$ cat config.mk
export PLATFORM = sky130hd
export DESIGN_NAME = cdf_lane
export DESIGN_NICKNAME = d
export VERILOG_FILES = /design/src/sv/accel_calibrate_fir_deadband_duty_assert.svh /design/src/sv/cdf_pkg.sv /design/src/sv/cdf_lane.sv
export SDC_FILE = /design/constraint.sdc
export NUM_CORES = 2
export LEC_CHECK = 0
export BUFFER_PORTS_ARGS = -buffer_cell sky130_fd_sc_hd__buf_2
export CAP_MARGIN = 20
export CORE_AREA = 8 8 359 361
export DETAILED_ROUTE_END_ITERATION = 16
export DIE_AREA = 0 0 367 369
export HOLD_SLACK_MARGIN = 0.05
export PLACE_DENSITY = 0.59
export SETUP_SLACK_MARGIN = 0.3
export SLEW_MARGIN = 20
export SYNTH_ARGS = -nofsm -noshare
export SYNTH_HDL_FRONTEND = slang
export SYNTH_SLANG_ARGS = --single-unit
$ cat constraint.sdc
create_clock -name clock -period 14.7 [get_ports clock]
set_input_delay 1.47 -clock clock [delete_from_list [all_inputs] [get_ports clock]]
set_output_delay 1.47 -clock clock [all_outputs]
set_load 0.01 [all_outputs]
$ cat src/sv/accel_calibrate_fir_deadband_duty_assert.svh
// Assertion macros for the calibrate, FIR and dead-band duty block
`ifndef ACCEL_CALIBRATE_FIR_DEADBAND_DUTY_ASSERT_SVH
`define ACCEL_CALIBRATE_FIR_DEADBAND_DUTY_ASSERT_SVH
`ifndef SYNTHESIS
// Same-cycle implication, sampled on clock, off during reset
`define CDF_ASSERT_SAME(lbl, ante, cons, msg) \
   lbl: assert property (@(posedge clock) disable iff (reset) (ante) |-> (cons)) \
      else $error(msg);
// Next-cycle implication, sampled on clock, off during reset
`define CDF_ASSERT_NEXT(lbl, ante, cons, msg) \
   lbl: assert property (@(posedge clock) disable iff (reset) (ante) |=> (cons)) \
      else $error(msg);
`else
`define CDF_ASSERT_SAME(lbl, ante, cons, msg)
`define CDF_ASSERT_NEXT(lbl, ante, cons, msg)
`endif
`endif

$ cat src/sv/cdf_pkg.sv
// Shared constants, types and register codes for the calibrate/FIR/duty block
package cdf_pkg;

   localparam int TAPS       = 5;
   localparam int WARMUP     = 4;
   localparam int WARM_W     = 3;
   localparam int NDELAY     = TAPS - 1;
   localparam int NPROD      = (TAPS + 1) / 2;

   localparam int ACC_W      = 16;
   localparam int OFF_W      = 16;
   localparam int TAP_W      = 15;
   localparam int TARGET_W   = 8;
   localparam int FILT_W     = 20;
   localparam int DUTY_W     = 7;
   localparam int CSR_IDX_W  = 3;
   localparam int CSR_DATA_W = 16;

   localparam int OFFSET_RST     = 6;
   localparam int TAP_OUTER_RST  = 3277;
   localparam int TAP_INNER_RST  = 4915;
   localparam int TAP_CENTER_RST = 16384;

   // 0.846 as 55443 / 2^16, result in sixteenths: shift by 12 with half-up rounding
   localparam int CAL_GAIN   = 55443;
   localparam int CAL_PROD_W = ACC_W + 17;
   localparam int CAL_SHIFT  = 12;
   localparam int CAL_ROUND  = 1 << (CAL_SHIFT - 1);

   localparam int PROD_W     = FILT_W + 1 + TAP_W + 1;
   localparam int SUM_W      = PROD_W + $clog2(NPROD) + 1;
   localparam int FIR_SHIFT  = 15;
   localparam int FIR_ROUND  = 1 << (FIR_SHIFT - 1);
   localparam int FILT_MAX   = (1 << (FILT_W - 1)) - 1;
   localparam int FILT_MIN   = -(1 << (FILT_W - 1));

   // duty = |filt*100 - (target-90)*15696| / 15696
   localparam int DUTY_PCT    = 100;
   localparam int DUTY_DIV    = 15696;
   localparam int TARGET_BIAS = 90;
   localparam int DEAD_BAND   = 5;
   localparam int DUTY_MAX    = 101;
   localparam int DIFF_W      = 28;
   localparam int BIAS_W      = TARGET_W + 2;
   localparam int DQ_W        = $clog2((DUTY_MAX + 1) * DUTY_DIV);
   // ceil(2^35 / 15696); exact floor for every operand below DQ_W bits
   localparam int DUTY_RECIP  = 2189077;
   localparam int RECIP_W     = 22;
   localparam int DUTY_SHIFT  = 35;
   localparam int QPROD_W     = DQ_W + RECIP_W;

   typedef logic signed [CAL_PROD_W-1:0] cal_prod_type;
   typedef logic signed [FILT_W-1:0]     filt_type;
   typedef logic signed [FILT_W:0]       pair_type;
   typedef logic signed [TAP_W:0]        wgt_type;
   typedef logic signed [PROD_W-1:0]     prod_type;
   typedef logic signed [SUM_W-1:0]      sum_type;
   typedef logic signed [DIFF_W-1:0]     diff_type;
   typedef logic signed [BIAS_W-1:0]     bias_type;
   typedef logic [DQ_W-1:0]              dq_type;
   typedef logic [QPROD_W-1:0]           qprod_type;
   typedef logic [DUTY_W-1:0]            duty_type;
   typedef logic [WARM_W-1:0]            warm_type;

   typedef enum logic [CSR_IDX_W-1:0] {
      CSR_OFFSET_X     = 3'd0,
      CSR_OFFSET_Y     = 3'd1,
      CSR_OFFSET_Z     = 3'd2,
      CSR_TAP_OUTER    = 3'd3,
      CSR_TAP_INNER    = 3'd4,
      CSR_TAP_CENTER   = 3'd5,
      CSR_ROLL_TARGET  = 3'd6,
      CSR_PITCH_TARGET = 3'd7
   } csr_index_type;

   // per-stage load strobes of the pipeline
   typedef struct packed {
      logic s1;
      logic s2;
      logic s3;
      logic s4;
      logic shift;
   } stage_en_type;

endpackage

$ cat src/sv/cdf_lane.sv
// One axis lane: calibration multiply, symmetric FIR products and rounded sum
module cdf_lane (
   input  logic                                clock,
   input  logic                                reset,
   input  cdf_pkg::stage_en_type               en,
   input  logic signed [cdf_pkg::ACC_W-1:0]    acc,
   input  logic signed [cdf_pkg::OFF_W-1:0]    offset,
   input  logic [cdf_pkg::TAP_W-1:0]           tap_outer,
   input  logic [cdf_pkg::TAP_W-1:0]           tap_inner,
   input  logic [cdf_pkg::TAP_W-1:0]           tap_center,
   output logic signed [cdf_pkg::FILT_W-1:0]   filt
);

   cdf_pkg::cal_prod_type gain_ff, gain_in;
   cdf_pkg::cal_prod_type cal_round;
   cdf_pkg::pair_type     cal_wide;
   cdf_pkg::filt_type     cal;
   cdf_pkg::filt_type     smp [cdf_pkg::TAPS];
   cdf_pkg::pair_type     pair_sum [cdf_pkg::NPROD];
   cdf_pkg::wgt_type      wgt [cdf_pkg::NPROD];
   cdf_pkg::prod_type     prod_ff [cdf_pkg::NPROD];
   cdf_pkg::prod_type     prod_in [cdf_pkg::NPROD];
   cdf_pkg::filt_type     dly_ff [cdf_pkg::NDELAY];
   cdf_pkg::filt_type     dly_in [cdf_pkg::NDELAY];
   cdf_pkg::sum_type      acc_sum, acc_rnd;
   cdf_pkg::filt_type     filt_ff, filt_in;

   // stage 1: gain product
   always_comb begin
      gain_in = cdf_pkg::cal_prod_type'(acc) * cdf_pkg::cal_prod_type'(cdf_pkg::CAL_GAIN);
   end

   // stage 2: round, offset, pre-add symmetric pairs, weight
   always_comb begin
      cal_round = gain_ff + cdf_pkg::cal_prod_type'(cdf_pkg::CAL_ROUND);
      cal_wide  = cdf_pkg::pair_type'(cal_round >>> cdf_pkg::CAL_SHIFT)
                  + cdf_pkg::pair_type'(offset);
      cal       = cdf_pkg::filt_type'(cal_wide);

      smp[0] = cal;
      for (int i = 1; i < cdf_pkg::TAPS; i++) begin
         smp[i] = dly_ff[i-1];
      end

      dly_in[0] = cal;
      for (int i = 1; i < cdf_pkg::NDELAY; i++) begin
         dly_in[i] = dly_ff[i-1];
      end

      for (int k = 0; k < cdf_pkg::NPROD; k++) begin
         if (2 * k + 1 == cdf_pkg::TAPS) begin
            pair_sum[k] = cdf_pkg::pair_type'(smp[k]);
            wgt[k]      = cdf_pkg::wgt_type'({1'b0, tap_center});
         end else begin
            pair_sum[k] = cdf_pkg::pair_type'(smp[k])
                          + cdf_pkg::pair_type'(smp[cdf_pkg::TAPS-1-k]);
            wgt[k]      = (k == 0) ? cdf_pkg::wgt_type'({1'b0, tap_outer})
                                   : cdf_pkg::wgt_type'({1'b0, tap_inner});
         end
         prod_in[k] = cdf_pkg::prod_type'(pair_sum[k]) * cdf_pkg::prod_type'(wgt[k]);
      end
   end

   // stage 3: sum, round half up, saturate
   always_comb begin
      acc_sum = '0;
      for (int k = 0; k < cdf_pkg::NPROD; k++) begin
         acc_sum = acc_sum + cdf_pkg::sum_type'(prod_ff[k]);
      end
      acc_rnd = (acc_sum + cdf_pkg::sum_type'(cdf_pkg::FIR_ROUND)) >>> cdf_pkg::FIR_SHIFT;
      if (acc_rnd > cdf_pkg::sum_type'(cdf_pkg::FILT_MAX)) begin
         filt_in = cdf_pkg::filt_type'(cdf_pkg::FILT_MAX);
      end else if (acc_rnd < cdf_pkg::sum_type'(cdf_pkg::FILT_MIN)) begin
         filt_in = cdf_pkg::filt_type'(cdf_pkg::FILT_MIN);
      end else begin
         filt_in = cdf_pkg::filt_type'(acc_rnd);
      end
   end

   always_ff @(posedge clock) begin
      if (en.s1) begin
         gain_ff <= gain_in;
      end
      if (en.s2) begin
         prod_ff <= prod_in;
      end
      if (en.s3) begin
         filt_ff <= filt_in;
      end
   end

   always_ff @(posedge clock) begin
      if (reset) begin
         for (int i = 0; i < cdf_pkg::NDELAY; i++) begin
            dly_ff[i] <= '0;
         end
      end else if (en.shift) begin
         dly_ff <= dly_in;
      end
   end

   assign filt = filt_ff;

endmodule

==> results.json <==
{
  "outcome": "completed",
  "rsz0062_at_grt": "no",
  "synthMuxAreaShare": 0.0145,
  "grt_pass1_vias": 39663,
  "synth-edff-count": 151,
  "vias": 36915,
  "crit_path_end": "prod_ff[107]",
  "drc_errors": 0,
  "r2r_cells": 40,
  "tritoncts": "built",
  "worstSetupPathType": "in -> reg",
  "port_buffers": 102,
  "fin_crit_ps": 12330,
  "synth_compound_area_frac": 0.0729,
  "viasPerCell": 5.12,
  "cts_made_buffers": 27,
  "synth_top_family_by_area": "adder cells",
  "slowest_delay_ps": 830,
  "start_kind": "primary input",
  "synth.distinct_cells": 75,
  "r2r_slack_ps": 2390,
  "synthSimpleGateAreaFrac": 0.138,
  "drive_above_1_share": 0.0436,
  "die_y_um": 369,
  "end_kind": "register",
  "relSlewSlack": 0.270,
  "synth_top_cells_by_area": "fa_1 (39%), ha_1 (13%), edfxtp_1 (8.6%)",
  "seq_area_sq_um": 6140,
  "clock_skew_ps": 24.5,
  "nets": 7201,
  "clock_sinks": 231,
  "synth_top_area_cell": "fa_1",
  "yosys_register_bits": 231,
  "ant_nets": 0,
  "drv_slew": 0,
  "worstReg2RegEnd": "prod_ff[107]",
  "cts-root-buf": "clkbuf_16",
  "antenna_found_initial": 4,
  "critPathArrivalTime_ps": 12630,
  "grt_overflow": 0,
  "postCtsHoldBufs": 0,
  "crit_slowest_cell": "a2111oi_0",
  "critPathLaunch": "offset[1]",
  "cts_buffer_depth": 3,
  "required_ps": 15000,
  "synth_fa_ha_area_frac": 0.520,
  "nFillCells": 11992,
  "hp-class": "reg -> reg",
  "crit_top_cell": "a21oi_1",
  "crit_path_max_fanout": 15,
  "initial_core_util": 0.426,
  "synthFlopType": "edfxtp_1",
  "clk_pin_slew_ps": 60,
  "core.rowCount": 129,
  "die-area_sq_um": 135000,
  "grt_pass1_wl_um": 213000,
  "areaGrowthSynthToFinish_pct": 6.11,
  "finalHoldViolations": 0,
  "htreeDepth": 1,
  "worstMarginPinSlew_ps": 1090,
  "finalSetupViolations": 0,
  "grt_use_total": 0.194,
  "dp_hpwl_um": 107000,
  "seq_area_frac_synth": 0.117,
  "post_cts_resized": 0,
  "ios": 104,
  "cap_violations": 0,
  "wl_um": 129000,
  "core_area_sq_um": 123000,
  "yosys_warnings": 0,
  "finalSetupTns_ps": 0,
  "synthCells": 5560,
  "place.gp.congestion": 0.896,
  "async_reset_ff_frac": 0,
  "syn_area_per_cell_sq_um": 9.43,
  "clk_latency_ps": 570,
  "drt_iter0_drc": 2025,
  "grt_max_degree": 83,
  "syn_area_sq_um": 52400,
  "rr_startpoint": "gain_ff[11]",
  "multi_input_area_sq_um": 41000,
  "synth_top_area_share": 0.389,
  "fmax_ghz": 0.0811,
  "wl_per_cell_um": 17.9,
  "die_w_um": 367,
  "synthXorXnorAreaFrac": 0.0362,
  "period_share": 0.839,
  "postCtsSetupBuffers": 0,
  "dr.pass1.iters": 5,
  "synth_fp_nets": 7211
}
==> logic make-up (layout without fill, tap and decap cells) <==
| group | count (synthesis) | after routing |
|---|---|---|
| and+or+nand+nor | 1480 | 1480 |
| xor gates and xnor gates | 217 | 217 |
| adders and majority gates | 1570 | 1570 |
| AOI/OAI and AO/OA | 575 | 575 |
| buffers and inverters | 1411 | 1422 |
| other | 0 | 2 |
| muxes | 76 | 76 |
| DFF | 231 | 231 |
==> cells in the final DEF, fill, tap and decap left out, drive strengths merged, types with 19 or more instances in the layout <==
cell,count
a21oi,163
o21a,35
nand2b,22
and2,400
nor2b,51
xnor2,164
a211oi,33
inv,1210
fa,1020
nor3,35
dfxtp,80
o21ai,97
nor2,203
nand3,67
clkbuf,41
buf,167
nand2,600
mux2i,76
a21o,90
nand4,19
ha,547
and3,26
o21bai,26
xor2,53
edfxtp,151
==> sequential cells by signal, indices dropped and copies added (netlist names) <==
name     flops
gain_ff     21
prod_ff    110
filt        20
dly_ff      80
==> metrics by stage <==
stage	util	area [sq um]	setup WS [ps]	hold WS, ps	std cells
2_1_floorplan	-	52400	3660	467	5560
3_5_place_dp	0.445	54700	1970	495	7158
4_1_cts	0.452	55600	2520	509	7208
3_3_place_gp	0.445	54700	2100	481	7158
6_report	0.452	55600	2370	501	7210
5_1_grt	0.452	55600	1580	529	7210
==> synthesized netlist by cell type, types with 67 or more instances <==
cell type,n
a21o_1,90
a21oi_1,163
and2_1,400
clkbuf_1,193
dfxtp_1,80
edfxtp_1,151
fa_1,1020
ha_1,547
inv_1,1205
mux2i_1,76
nand2_1,600
nand3_1,67
nor2_1,203
o21ai_0,72
xnor2_1,164
==> per-layer routing <==
layer,global-route usage,wire (um),vias to the layer above
met5,0,0,-
met4,0.0548,4110,0
met3,0.0133,4270,166
met2,0.338,63300,732
met1,0.260,57600,18826
li1,-,-,17191
==> worst max-delay path, delay by kind of cell <==
kind / cells / cell delay (ps)
AO/OA/AOI/OAI: 20 / 4900
AND/OR/NAND/NOR: 3 / 850
XOR/XNOR: 3 / 1190
buffers and inverters: 4 / 260
adder cells (fa/ha/maj): 9 / 3940
==> layout make-up <==
class,count,share of cell area
Clock inverter,9,0.00151
Timing Repair Buffer,167,0.0180
Inverter,1205,0.0813
Tap cell,1637,0.0368
Antenna cell,2,0.0000899
Clock buffer,41,0.0146
Multi-Input combinational cell,3918,0.737
Sequential cell,231,0.110
==> how the worst min path moves through the flow <==
stage | endpoint | start | cells past startpoint | slack [ps]
after floorplan | dly_ff[70] | dly_ff[70] | 2 | 470
after global placement | dly_ff[18] | dly_ff[18] | 2 | 480
after detailed placement | dly_ff[5] | dly_ff[5] | 2 | 490
after CTS | dly_ff[17] | dly_ff[17] | 2 | 510
after global routing | dly_ff[7] | dly_ff[7] | 2 | 530
final | dly_ff[17] | dly_ff[17] | 2 | 500
Power is left out: the tool's default activity adds up to more than one toggle a clock period on the data nets, which glitch-free logic cannot reach.
