===== src/sv/accel_calibrate_fir_deadband_duty_assert.svh =====
// Assertion macros for the calibrate, FIR and dead-band duty block
`ifndef ACCEL_CALIBRATE_FIR_DEADBAND_DUTY_ASSERT_SVH
`define ACCEL_CALIBRATE_FIR_DEADBAND_DUTY_ASSERT_SVH
`ifndef SYNTHESIS
// Same-cycle implication, sampled on clock, off during reset
`define CDF_ASSERT_SAME(lbl, ante, cons, msg) \
   lbl: assert property (@(posedge clock) disable iff (reset) (ante) |-> (cons)) \
      else $error(msg);
// Next-cycle implication, sampled on clock, off during reset
`define CDF_ASSERT_NEXT(lbl, ante, cons, msg) \
   lbl: assert property (@(posedge clock) disable iff (reset) (ante) |=> (cons)) \
      else $error(msg);
`else
`define CDF_ASSERT_SAME(lbl, ante, cons, msg)
`define CDF_ASSERT_NEXT(lbl, ante, cons, msg)
`endif
`endif


===== src/sv/cdf_pkg.sv =====
// Shared constants, types and register codes for the calibrate/FIR/duty block
package cdf_pkg;

   localparam int TAPS       = 5;
   localparam int WARMUP     = 4;
   localparam int WARM_W     = 3;
   localparam int NDELAY     = TAPS - 1;
   localparam int NPROD      = (TAPS + 1) / 2;

   localparam int ACC_W      = 16;
   localparam int OFF_W      = 16;
   localparam int TAP_W      = 15;
   localparam int TARGET_W   = 8;
   localparam int FILT_W     = 20;
   localparam int DUTY_W     = 7;
   localparam int CSR_IDX_W  = 3;
   localparam int CSR_DATA_W = 16;

   localparam int OFFSET_RST     = 6;
   localparam int TAP_OUTER_RST  = 3277;
   localparam int TAP_INNER_RST  = 4915;
   localparam int TAP_CENTER_RST = 16384;

   // 0.846 as 55443 / 2^16, result in sixteenths: shift by 12 with half-up rounding
   localparam int CAL_GAIN   = 55443;
   localparam int CAL_PROD_W = ACC_W + 17;
   localparam int CAL_SHIFT  = 12;
   localparam int CAL_ROUND  = 1 << (CAL_SHIFT - 1);

   localparam int PROD_W     = FILT_W + 1 + TAP_W + 1;
   localparam int SUM_W      = PROD_W + $clog2(NPROD) + 1;
   localparam int FIR_SHIFT  = 15;
   localparam int FIR_ROUND  = 1 << (FIR_SHIFT - 1);
   localparam int FILT_MAX   = (1 << (FILT_W - 1)) - 1;
   localparam int FILT_MIN   = -(1 << (FILT_W - 1));

   // duty = |filt*100 - (target-90)*15696| / 15696
   localparam int DUTY_PCT    = 100;
   localparam int DUTY_DIV    = 15696;
   localparam int TARGET_BIAS = 90;
   localparam int DEAD_BAND   = 5;
   localparam int DUTY_MAX    = 101;
   localparam int DIFF_W      = 28;
   localparam int BIAS_W      = TARGET_W + 2;
   localparam int DQ_W        = $clog2((DUTY_MAX + 1) * DUTY_DIV);
   // ceil(2^35 / 15696); exact floor for every operand below DQ_W bits
   localparam int DUTY_RECIP  = 2189077;
   localparam int RECIP_W     = 22;
   localparam int DUTY_SHIFT  = 35;
   localparam int QPROD_W     = DQ_W + RECIP_W;

   typedef logic signed [CAL_PROD_W-1:0] cal_prod_type;
   typedef logic signed [FILT_W-1:0]     filt_type;
   typedef logic signed [FILT_W:0]       pair_type;
   typedef logic signed [TAP_W:0]        wgt_type;
   typedef logic signed [PROD_W-1:0]     prod_type;
   typedef logic signed [SUM_W-1:0]      sum_type;
   typedef logic signed [DIFF_W-1:0]     diff_type;
   typedef logic signed [BIAS_W-1:0]     bias_type;
   typedef logic [DQ_W-1:0]              dq_type;
   typedef logic [QPROD_W-1:0]           qprod_type;
   typedef logic [DUTY_W-1:0]            duty_type;
   typedef logic [WARM_W-1:0]            warm_type;

   typedef enum logic [CSR_IDX_W-1:0] {
      CSR_OFFSET_X     = 3'd0,
      CSR_OFFSET_Y     = 3'd1,
      CSR_OFFSET_Z     = 3'd2,
      CSR_TAP_OUTER    = 3'd3,
      CSR_TAP_INNER    = 3'd4,
      CSR_TAP_CENTER   = 3'd5,
      CSR_ROLL_TARGET  = 3'd6,
      CSR_PITCH_TARGET = 3'd7
   } csr_index_type;

   // per-stage load strobes of the pipeline
   typedef struct packed {
      logic s1;
      logic s2;
      logic s3;
      logic s4;
      logic shift;
   } stage_en_type;

endpackage


===== src/sv/cdf_duty.sv =====
// Dead-band duty for one tilt axis: distance from target, band check, divide, clamp
module cdf_duty (
   input  logic                                clock,
   input  cdf_pkg::stage_en_type               en,
   input  logic signed [cdf_pkg::FILT_W-1:0]   filt,
   input  logic [cdf_pkg::TARGET_W-1:0]        target,
   output logic [cdf_pkg::DUTY_W-1:0]          duty,
   output logic                                update
);

   cdf_pkg::diff_type  scaled, diff, mag;
   cdf_pkg::bias_type  bias;
   cdf_pkg::dq_type    dq_ff, dq_in;
   logic               dead_ff, dead_in;
   logic               big_ff, big_in;
   logic               on_ff, on_in;
   cdf_pkg::qprod_type qprod;
   cdf_pkg::duty_type  quot;

   always_comb begin
      scaled  = cdf_pkg::diff_type'(filt) * cdf_pkg::diff_type'(cdf_pkg::DUTY_PCT);
      bias    = cdf_pkg::bias_type'({2'b00, target})
                - cdf_pkg::bias_type'(cdf_pkg::TARGET_BIAS);
      diff    = scaled - cdf_pkg::diff_type'(bias) * cdf_pkg::diff_type'(cdf_pkg::DUTY_DIV);
      mag     = diff[cdf_pkg::DIFF_W-1] ? -diff : diff;
      dead_in = mag < cdf_pkg::diff_type'(cdf_pkg::DEAD_BAND * cdf_pkg::DUTY_DIV);
      big_in  = mag >= cdf_pkg::diff_type'((cdf_pkg::DUTY_MAX + 1) * cdf_pkg::DUTY_DIV);
      dq_in   = big_in ? '0 : cdf_pkg::dq_type'(mag);
      on_in   = target != '0;
   end

   always_ff @(posedge clock) begin
      if (en.s4) begin
         dq_ff   <= dq_in;
         dead_ff <= dead_in;
         big_ff  <= big_in;
         on_ff   <= on_in;
      end
   end

   // divide by 15696 as multiply by reciprocal
   always_comb begin
      qprod = cdf_pkg::qprod_type'(dq_ff) * cdf_pkg::qprod_type'(cdf_pkg::DUTY_RECIP);
      quot  = qprod[cdf_pkg::DUTY_SHIFT +: cdf_pkg::DUTY_W];
      if (!on_ff || dead_ff) begin
         duty = '0;
      end else if (big_ff) begin
         duty = cdf_pkg::duty_type'(cdf_pkg::DUTY_MAX);
      end else begin
         duty = quot;
      end
   end

   assign update = on_ff;

endmodule


===== config.mk =====
export PLATFORM = sky130hd
export DESIGN_NAME = cdf_duty
export DESIGN_NICKNAME = d
export VERILOG_FILES = /design/src/sv/accel_calibrate_fir_deadband_duty_assert.svh /design/src/sv/cdf_pkg.sv /design/src/sv/cdf_duty.sv
export SDC_FILE = /design/constraint.sdc
export NUM_CORES = 1
export LEC_CHECK = 0
export BUFFER_PORTS_ARGS = -buffer_cell sky130_fd_sc_hd__clkbuf_2
export CAP_MARGIN = 10
export CELL_PAD_IN_SITES_DETAIL_PLACEMENT = 0
export CELL_PAD_IN_SITES_GLOBAL_PLACEMENT = 1
export CORE_MARGIN = 1.5
export CORE_UTILIZATION = 55
export DETAILED_ROUTE_END_ITERATION = 8
export PLACE_DENSITY = 0.94
export SLEW_MARGIN = 0
export SYNTH_ARGS = -nofsm -noshare
export SYNTH_HDL_FRONTEND = slang
export SYNTH_SLANG_ARGS = --single-unit
export TNS_END_PERCENT = 1

===== constraint.sdc =====
create_clock -name clock -period 22.2 [get_ports clock]
set_clock_uncertainty 0.1 [all_clocks]
set_input_delay 3.33 -clock clock [delete_from_list [all_inputs] [get_ports clock]]
set_output_delay 3.33 -clock clock [all_outputs]
set_load 0.01 [all_outputs]

==> impl.org, run 1 <==
** Run status
- The flow ran to the end, and the final reports show no timing, DRC or antenna violations.

** Synthesis
- Asr flop ratio synth :: 0
- Multiplexer share of the synthesized area :: 0.00468
- In the synthesized netlist the dominant register cell turns out to be sky130_fd_sc_hd__edfxtp_1.
- Count of flip-flops with a built-in enable after synthesis :: 22
- Area of the mapped netlist :: 13600 sq um
- The share of synthesized area in the top cell type comes to 0.320.
- Top cells by count, synth :: sky130_fd_sc_hd__inv_1, sky130_fd_sc_hd__ha_1, sky130_fd_sc_hd__fa_1
- After synthesis, the netlist uses 82 different library cells.
- Most used standard cell by instance count after synthesis :: sky130_fd_sc_hd__inv_1
- Counting every net in the synthesized netlist gives 2072.
- Synthesized flop and latch total :: 22
- Total number of yosys warnings :: 0
- Complex-gate fraction of the synthesized area :: 0.127
- Yosys attributes the largest share of cell area to sky130_fd_sc_hd__ha_1, sky130_fd_sc_hd__fa_1, sky130_fd_sc_hd__inv_1.
- Of the total synthesized cell area, the portion taken by full adders, half adders and majority gates is 0.555.
- Simple-gate share of the synthesized area :: 0.104
- Post-synthesis sequential area ratio :: 0.0484
- XOR/XNOR share of the synthesized area :: 0.0577
- Averaged over all synthesized cells, the footprint is 8.92 sq um.
- Largest family of logic cells by synthesized area :: adder cells
- The cell count after synthesis came out at 1529.
- sky130_fd_sc_hd__ha_1 takes more of the synthesized area than any other cell.

** Floorplan
- The floorplan step set the die width to 160 um.
- The die covers 25800 sq um.
- In this run the standard cell core region covers 24300 sq um.
- Number of rows created at floorplan :: 57
- For this configuration, the core starts out at a cell density of 0.561.
- The die is roughly 160 um tall.
- 42 I/O pins were placed.

** Final layout
- The final layout contains 2099 nets.
- # diodes :: 0
- Sequential cell area :: 661 sq um
- In the final layout, the share of cells above drive strength 1 is 0.0502.
- Number of fill cells in the layout :: 2170
- Filler-free cell count of the finished design :: 1878
- Area taken by multi-input logic gates :: 11600 sq um
- Once layout is complete, the utilization of the core stands at 0.586.
- Compared with the post-synthesis result, the final layout area differs by 4.47%.

** STA
- Worst rel slew slack :: 0.390
- Dividing the final minimum period by the clock period gives 0.591.
- Setup TNS Final :: 0 ns
- Setup repair after global routing left no endpoint under its margin.
- For the finished layout, the period the worst path requires is about 13 ns.
- Number of failing hold endpoints at the final stage :: 0
- The max-slew violation count came to 0.
- For this run, the top clock speed supported by timing is between 70 and 80 MHz.
- Worst-margin pin slew :: 0.912 ns
- Setup violations remaining at the end of the flow were counted as 0.
- The worst path meets setup with 9.09 ns of slack.

** Route
- After detailed routing, the number of remaining DRC violations is 0.
- In the final routed layout, each cell accounts on average for 15.1 um.
- Total length of routed wires :: roughly 28 mm
- The first TritonRoute pass finished after 5 iterations.
- Dividing the detail-routed via count by the number of cells gives 5.43.
- The count of nets left with antenna violations once routing finished came out at 0.
- For this block, the via count after detailed routing is around 10000.
- The detailed router finished its first iteration with roughly 300 violations.

** Global routing
- Across every metal layer, demand over resource in global routing totals 0.230.
- The number of global-route vias before repair was ~11000.
- Wire length of the first global-routing pass :: 48.4 mm
- The number of antenna violations at the first check in global routing came to 0.
- Residual overflow from global routing :: 0
- Pin count of the biggest net entering global routing :: 30

** Worst setup path
- For the worst setup path, the data arrival time is 13.11 ns.
- In this design, the stage delay of the slowest critical-path cell is 0.58 ns.
- The worst setup path is launched from a primary input.
- The worst setup path is of the in -> reg kind.
- Worst path required time :: between 20 and 25 ns
- The worst setup path is captured at a flop.
- Along the worst path, the maximum fanout reaches 19.
- On the critical path, the stage with the largest delay is an instance of sky130_fd_sc_hd__fa_1.

** Placed design
- Placed cell count :: ~1900
- At the end of routability-driven placement, the weighted congestion stood at 0.881.
- Dpl ws :: 8.81 ns
- Buffers added on ports :: 37
- The wire-length estimate of the detail-placed layout is 25.6 mm.

** Clocking
- After clock tree synthesis, the flow added hold-fix buffers numbering 0.
- CTS sink count :: 22
- Clock buffer depth :: 2
- The number of gates resized after CTS was 0.
- Clock tree from TritonCTS :: done
- Deepest level of the CTS H-tree :: 1
- CTS placed an instance of sky130_fd_sc_hd__clkbuf_16 at the clock tree root.
- Clock-pin slew of the registers on the worst-case setup and hold paths :: 0.05 ns
- Total CTS buffers :: 3
- Setup Fix Bufs, Post-CTS :: 0

** Worst hold path
- The tightest min-delay check is of the in -> reg type.

** Run
- Count of maximum capacitance violations :: 0
==> path summary, 6_finish.rpt <==
kind  cells after the start      start   endpoint  slack (ns)
min                       3  target[7]     update        3.37
max                      42  target[1]  dq_ff[10]        9.09
==> registers in the layout, indices dropped and copies added (netlist names) <==
signal   cells
dq_ff       19
big_ff       1
dead_ff      1
update       1
==> final cells by class <==
type / instances / area share
repair buffers: 40 / 0.0146
well taps: 324 / 0.0285
multi-input cells: 1136 / 0.812
inverters: 353 / 0.0930
flip-flops and latches: 22 / 0.0464
clock buffers: 3 / 0.00527
==> cells by family (layout without fill, tap and decap cells) <==
| logic type | after synthesis | in the layout |
|---|---|---|
| mux | 6 | 6 |
| buf+inv | 371 | 396 |
| flops | 22 | 22 |
| fa+ha+maj | 509 | 509 |
| xor+xnor | 89 | 89 |
| compound gates | 256 | 256 |
| simple gates | 276 | 276 |
==> worst max-delay path: cells and delay by family <==
family,cells,cell delay (ns)
adders and majority gates,8,3.27
and+or+nand+nor,10,2.60
xor gates and xnor gates,3,0.54
AOI/OAI and AO/OA,13,2.19
buffers and inverters,8,1.17
==> cells in the final DEF, fill, tap and decap left out, types with 4 or more instances in the layout <==
master and n:
sky130_fd_sc_hd__o21a_1 13, sky130_fd_sc_hd__nand4_1 10, sky130_fd_sc_hd__edfxtp_1 22, sky130_fd_sc_hd__clkbuf_2 37, sky130_fd_sc_hd__fa_1 160, sky130_fd_sc_hd__nor2_2 4, sky130_fd_sc_hd__o21bai_1 14, sky130_fd_sc_hd__nand3_1 27
sky130_fd_sc_hd__nor2_1 62, sky130_fd_sc_hd__xnor2_1 57, sky130_fd_sc_hd__o31ai_1 5, sky130_fd_sc_hd__ha_1 349, sky130_fd_sc_hd__a211o_1 4, sky130_fd_sc_hd__mux2i_1 5, sky130_fd_sc_hd__nor3_1 26, sky130_fd_sc_hd__or2_2 7
sky130_fd_sc_hd__a21oi_1 80, sky130_fd_sc_hd__o21ai_0 36, sky130_fd_sc_hd__a211oi_1 5, sky130_fd_sc_hd__nor4_1 11, sky130_fd_sc_hd__and3_1 5, sky130_fd_sc_hd__and2_1 7, sky130_fd_sc_hd__o211ai_1 15, sky130_fd_sc_hd__xor2_1 30
sky130_fd_sc_hd__nand2b_1 15, sky130_fd_sc_hd__inv_1 353, sky130_fd_sc_hd__nand2_1 64, sky130_fd_sc_hd__a21o_1 27, sky130_fd_sc_hd__a31oi_1 8, sky130_fd_sc_hd__nor2b_1 9, sky130_fd_sc_hd__nor2_4 6, sky130_fd_sc_hd__or3_1 6
==> per-layer routing <==
metal  wire, um  share of wire  global-route usage  up-vias
met4       1480          0.052               0.112        0
met2      14200           0.50               0.423      170
li1           -              -                   -     5148
met5          0              0                   0        -
met1      12200           0.43               0.277     4829
met3        605          0.021             0.00775       57
==> metrics by stage <==
step,hold WS (ns),cell area (sq um)
2_1_floorplan,3.34,13600
3_3_place_gp,3.66,14200
3_5_place_dp,3.65,14200
4_1_cts,3.39,14200
5_1_grt,3.44,14200
6_report,3.37,14200
Power of run 1 is left out: the tool's default activity adds up to more than one toggle a clock period on the data nets, which glitch-free logic cannot reach.
==> run 2: changes to the inputs <==
- CORE_UTILIZATION: 55 -> 52
- PLACE_DENSITY: 0.94 -> 0.9
- clock period: 22.2 -> 13.1 ns (I/O delays scaled with it)
==> impl.org, run 2 (same netlist as run 1, synthesis figures left out) <==
** STA
- The final-report setup violation count came to 0 (unchanged).
- The final count of hold timing violations was 0 (unchanged).
- The headroom to the max-slew limit is 0.357 (was 0.390).
- Achievable Freq :: roughly 85 MHz
- The max-slew violation count came to 0 (unchanged).
- Worst-margin pin slew :: 0.961 ns (was 0.912 ns)
- The setup total negative slack came to 0 ns (unchanged).
- Unrepaired setup endpoints after global routing: no (unchanged).
- Dividing the final minimum period by the clock period gives 0.896.
- Final critical-path required period :: 11.74 ns
- Hold Slack :: 2.02 ns (was 3.37 ns)

** Run status
- Run status: completed (unchanged).

** Floorplan
- The initial core utilization came to 0.526 (was 0.561).
- Horiz. Die Dim :: 165 um (was 160 um)
- The site row count is 59 (was 57).
- Die Outline Area :: 27200 sq um (was 25800 sq um)
- The core footprint is 25900 sq um (was 24300 sq um).
- The number of top-level design ports came to 42 (unchanged).
- The vertical extent of the die is 165 um (was 160 um).

** Worst setup path
- The data arrival time at the worst-slack endpoint is 11.74 ns (was 13.11 ns).
- The highest fanout seen on the critical path came to 19 (unchanged).
- Crit. End Element :: flop (unchanged)
- Critical path type :: in -> reg (unchanged)
- The worst-path cell with the longest stage delay is sky130_fd_sc_hd__fa_1 (unchanged).
- Launching element type of the critical path :: primary input (unchanged)
- The required arrival time at the worst endpoint came to 13.10 ns (was 22.20 ns).
- Critical Path Max Stage Delay :: 0.57 ns (was 0.58 ns)

** Route
- DRC errors left :: 0 (unchanged)
- Per-cell routed wire length :: 15.1 um (about the same)
- The initial DRC count came to 358 (was 301).
- Antenna Nets Post-Route :: 0 (unchanged)
- The first-pass detailed-route iteration total is 5 (unchanged).
- DR vias/cell :: 5.41 (was 5.43)
- Total via count after detailed routing :: 10224 (was 10204)
- Total length of routed wires :: 28.5 mm (was 28.4 mm)

** Worst hold path
- Classification of the worst-slack hold path :: in -> reg (unchanged)
- The worst hold path stage count was 3 (unchanged).

** Run
- The max-cap violation count is 0 (unchanged).

** Clocking
- Deepest level of the CTS H-tree :: 1 (unchanged)
- The clock net sink count was 22 (unchanged).
- Setup Fix Bufs, Post-CTS :: 0 (unchanged)
- The number of clock buffers inserted by TritonCTS was 3 (unchanged).
- Clock-pin slew of the registers on the worst-case setup and hold paths :: 0.05 ns (about the same)
- Clock buffer depth :: 2 (unchanged)
- Clock tree from TritonCTS :: done (unchanged)
- Post-CTS resize count :: 0 (unchanged)
- Post-CTS Hold Buffers :: 0 (unchanged)
- CTS root buffer :: sky130_fd_sc_hd__clkbuf_16 (unchanged)

** Placed design
- The final RePlAce weighted congestion is 0.920 (was 0.881).
- The port buffer count is 37 (unchanged).
- Post-DP HPWL :: 25.5 mm (was 25.6 mm)

** Final layout
- Most used cells in the layout excluding fill and tap cells :: sky130_fd_sc_hd__inv_1, sky130_fd_sc_hd__ha_1, sky130_fd_sc_hd__fa_1 (unchanged)
- Most common cell after layout, fill and taps aside :: sky130_fd_sc_hd__inv_1 (unchanged)
- Number of flip-flops in the largest register :: 19 (unchanged)
- # diodes :: 0 (unchanged)
- Share of cells above drive strength 1 :: 0.0502 (unchanged)
- The relative area change from synthesis to final layout was 4.57% (was 4.47%).
- Largest Register :: dq_ff (unchanged)
- The final standard cell utilization of the core was 0.550 (was 0.586).
- Final net count :: 2099 (unchanged)

** Global routing
- The wire length of the first global-routing pass was 48.0 mm (was 48.4 mm).
- Residual overflow from global routing :: 0 (unchanged)
- The number of global-route vias before repair came to 10304 (was 10553).
- The maximum number of pins on one net before global-route repair came to 30 (unchanged).
- The number of antenna violations at the first check in global routing came to 0 (unchanged).
- Total routing usage reported by global routing :: 0.221 (was 0.230)
run 2: cell counts in the layout (fill, tap and decap cells not counted):
Identical to the previous run, type by type.
run 2: area by class of cell:
type / instances / area, sq um
Clock buffer: 3 / 75.1
Fill cell: 2393 / 11600
Inverter: 353 / 1330
Multi-Input combinational cell: 1136 / 11600
Sequential cell: 22 / 661
Tap cell: 335 / 419
Timing Repair Buffer: 40 / 208
run 2: per-stage QoR:
stage          setup WS, ns  cells  cell area, sq um
4_1_cts                1.37   1889             14300
3_3_place_gp           1.25   1886             14200
6_report               1.36   1889             14300
3_5_place_dp           1.13   1886             14200
2_1_floorplan          2.39   1529             13600
5_1_grt               0.772   1889             14300
run 2: metal layers:
metal / global-route usage / vias up / share of wire
met5: 0 / - / 0
met2: 0.426 / 140 / 0.52
met3: 0.00678 / 40 / 0.018
met1: 0.263 / 4885 / 0.44
met4: 0.0643 / 0 / 0.026
li1: - / 5159 / -
run 2: final timing paths:
| path | end | startpoint |
|---|---|---|
| max | dq_ff[10] | target[1] |
| min | update | target[7] |
run 2: worst max-delay path, delay by kind of cell:
family / cells / cell delay, ns
compound gates: 13 / 2.24
xor+xnor: 3 / 0.56
fa+ha+maj: 8 / 3.23
buf+inv: 8 / 1.18
simple gates: 10 / 2.56
Power of run 2 is left out for the same reason.
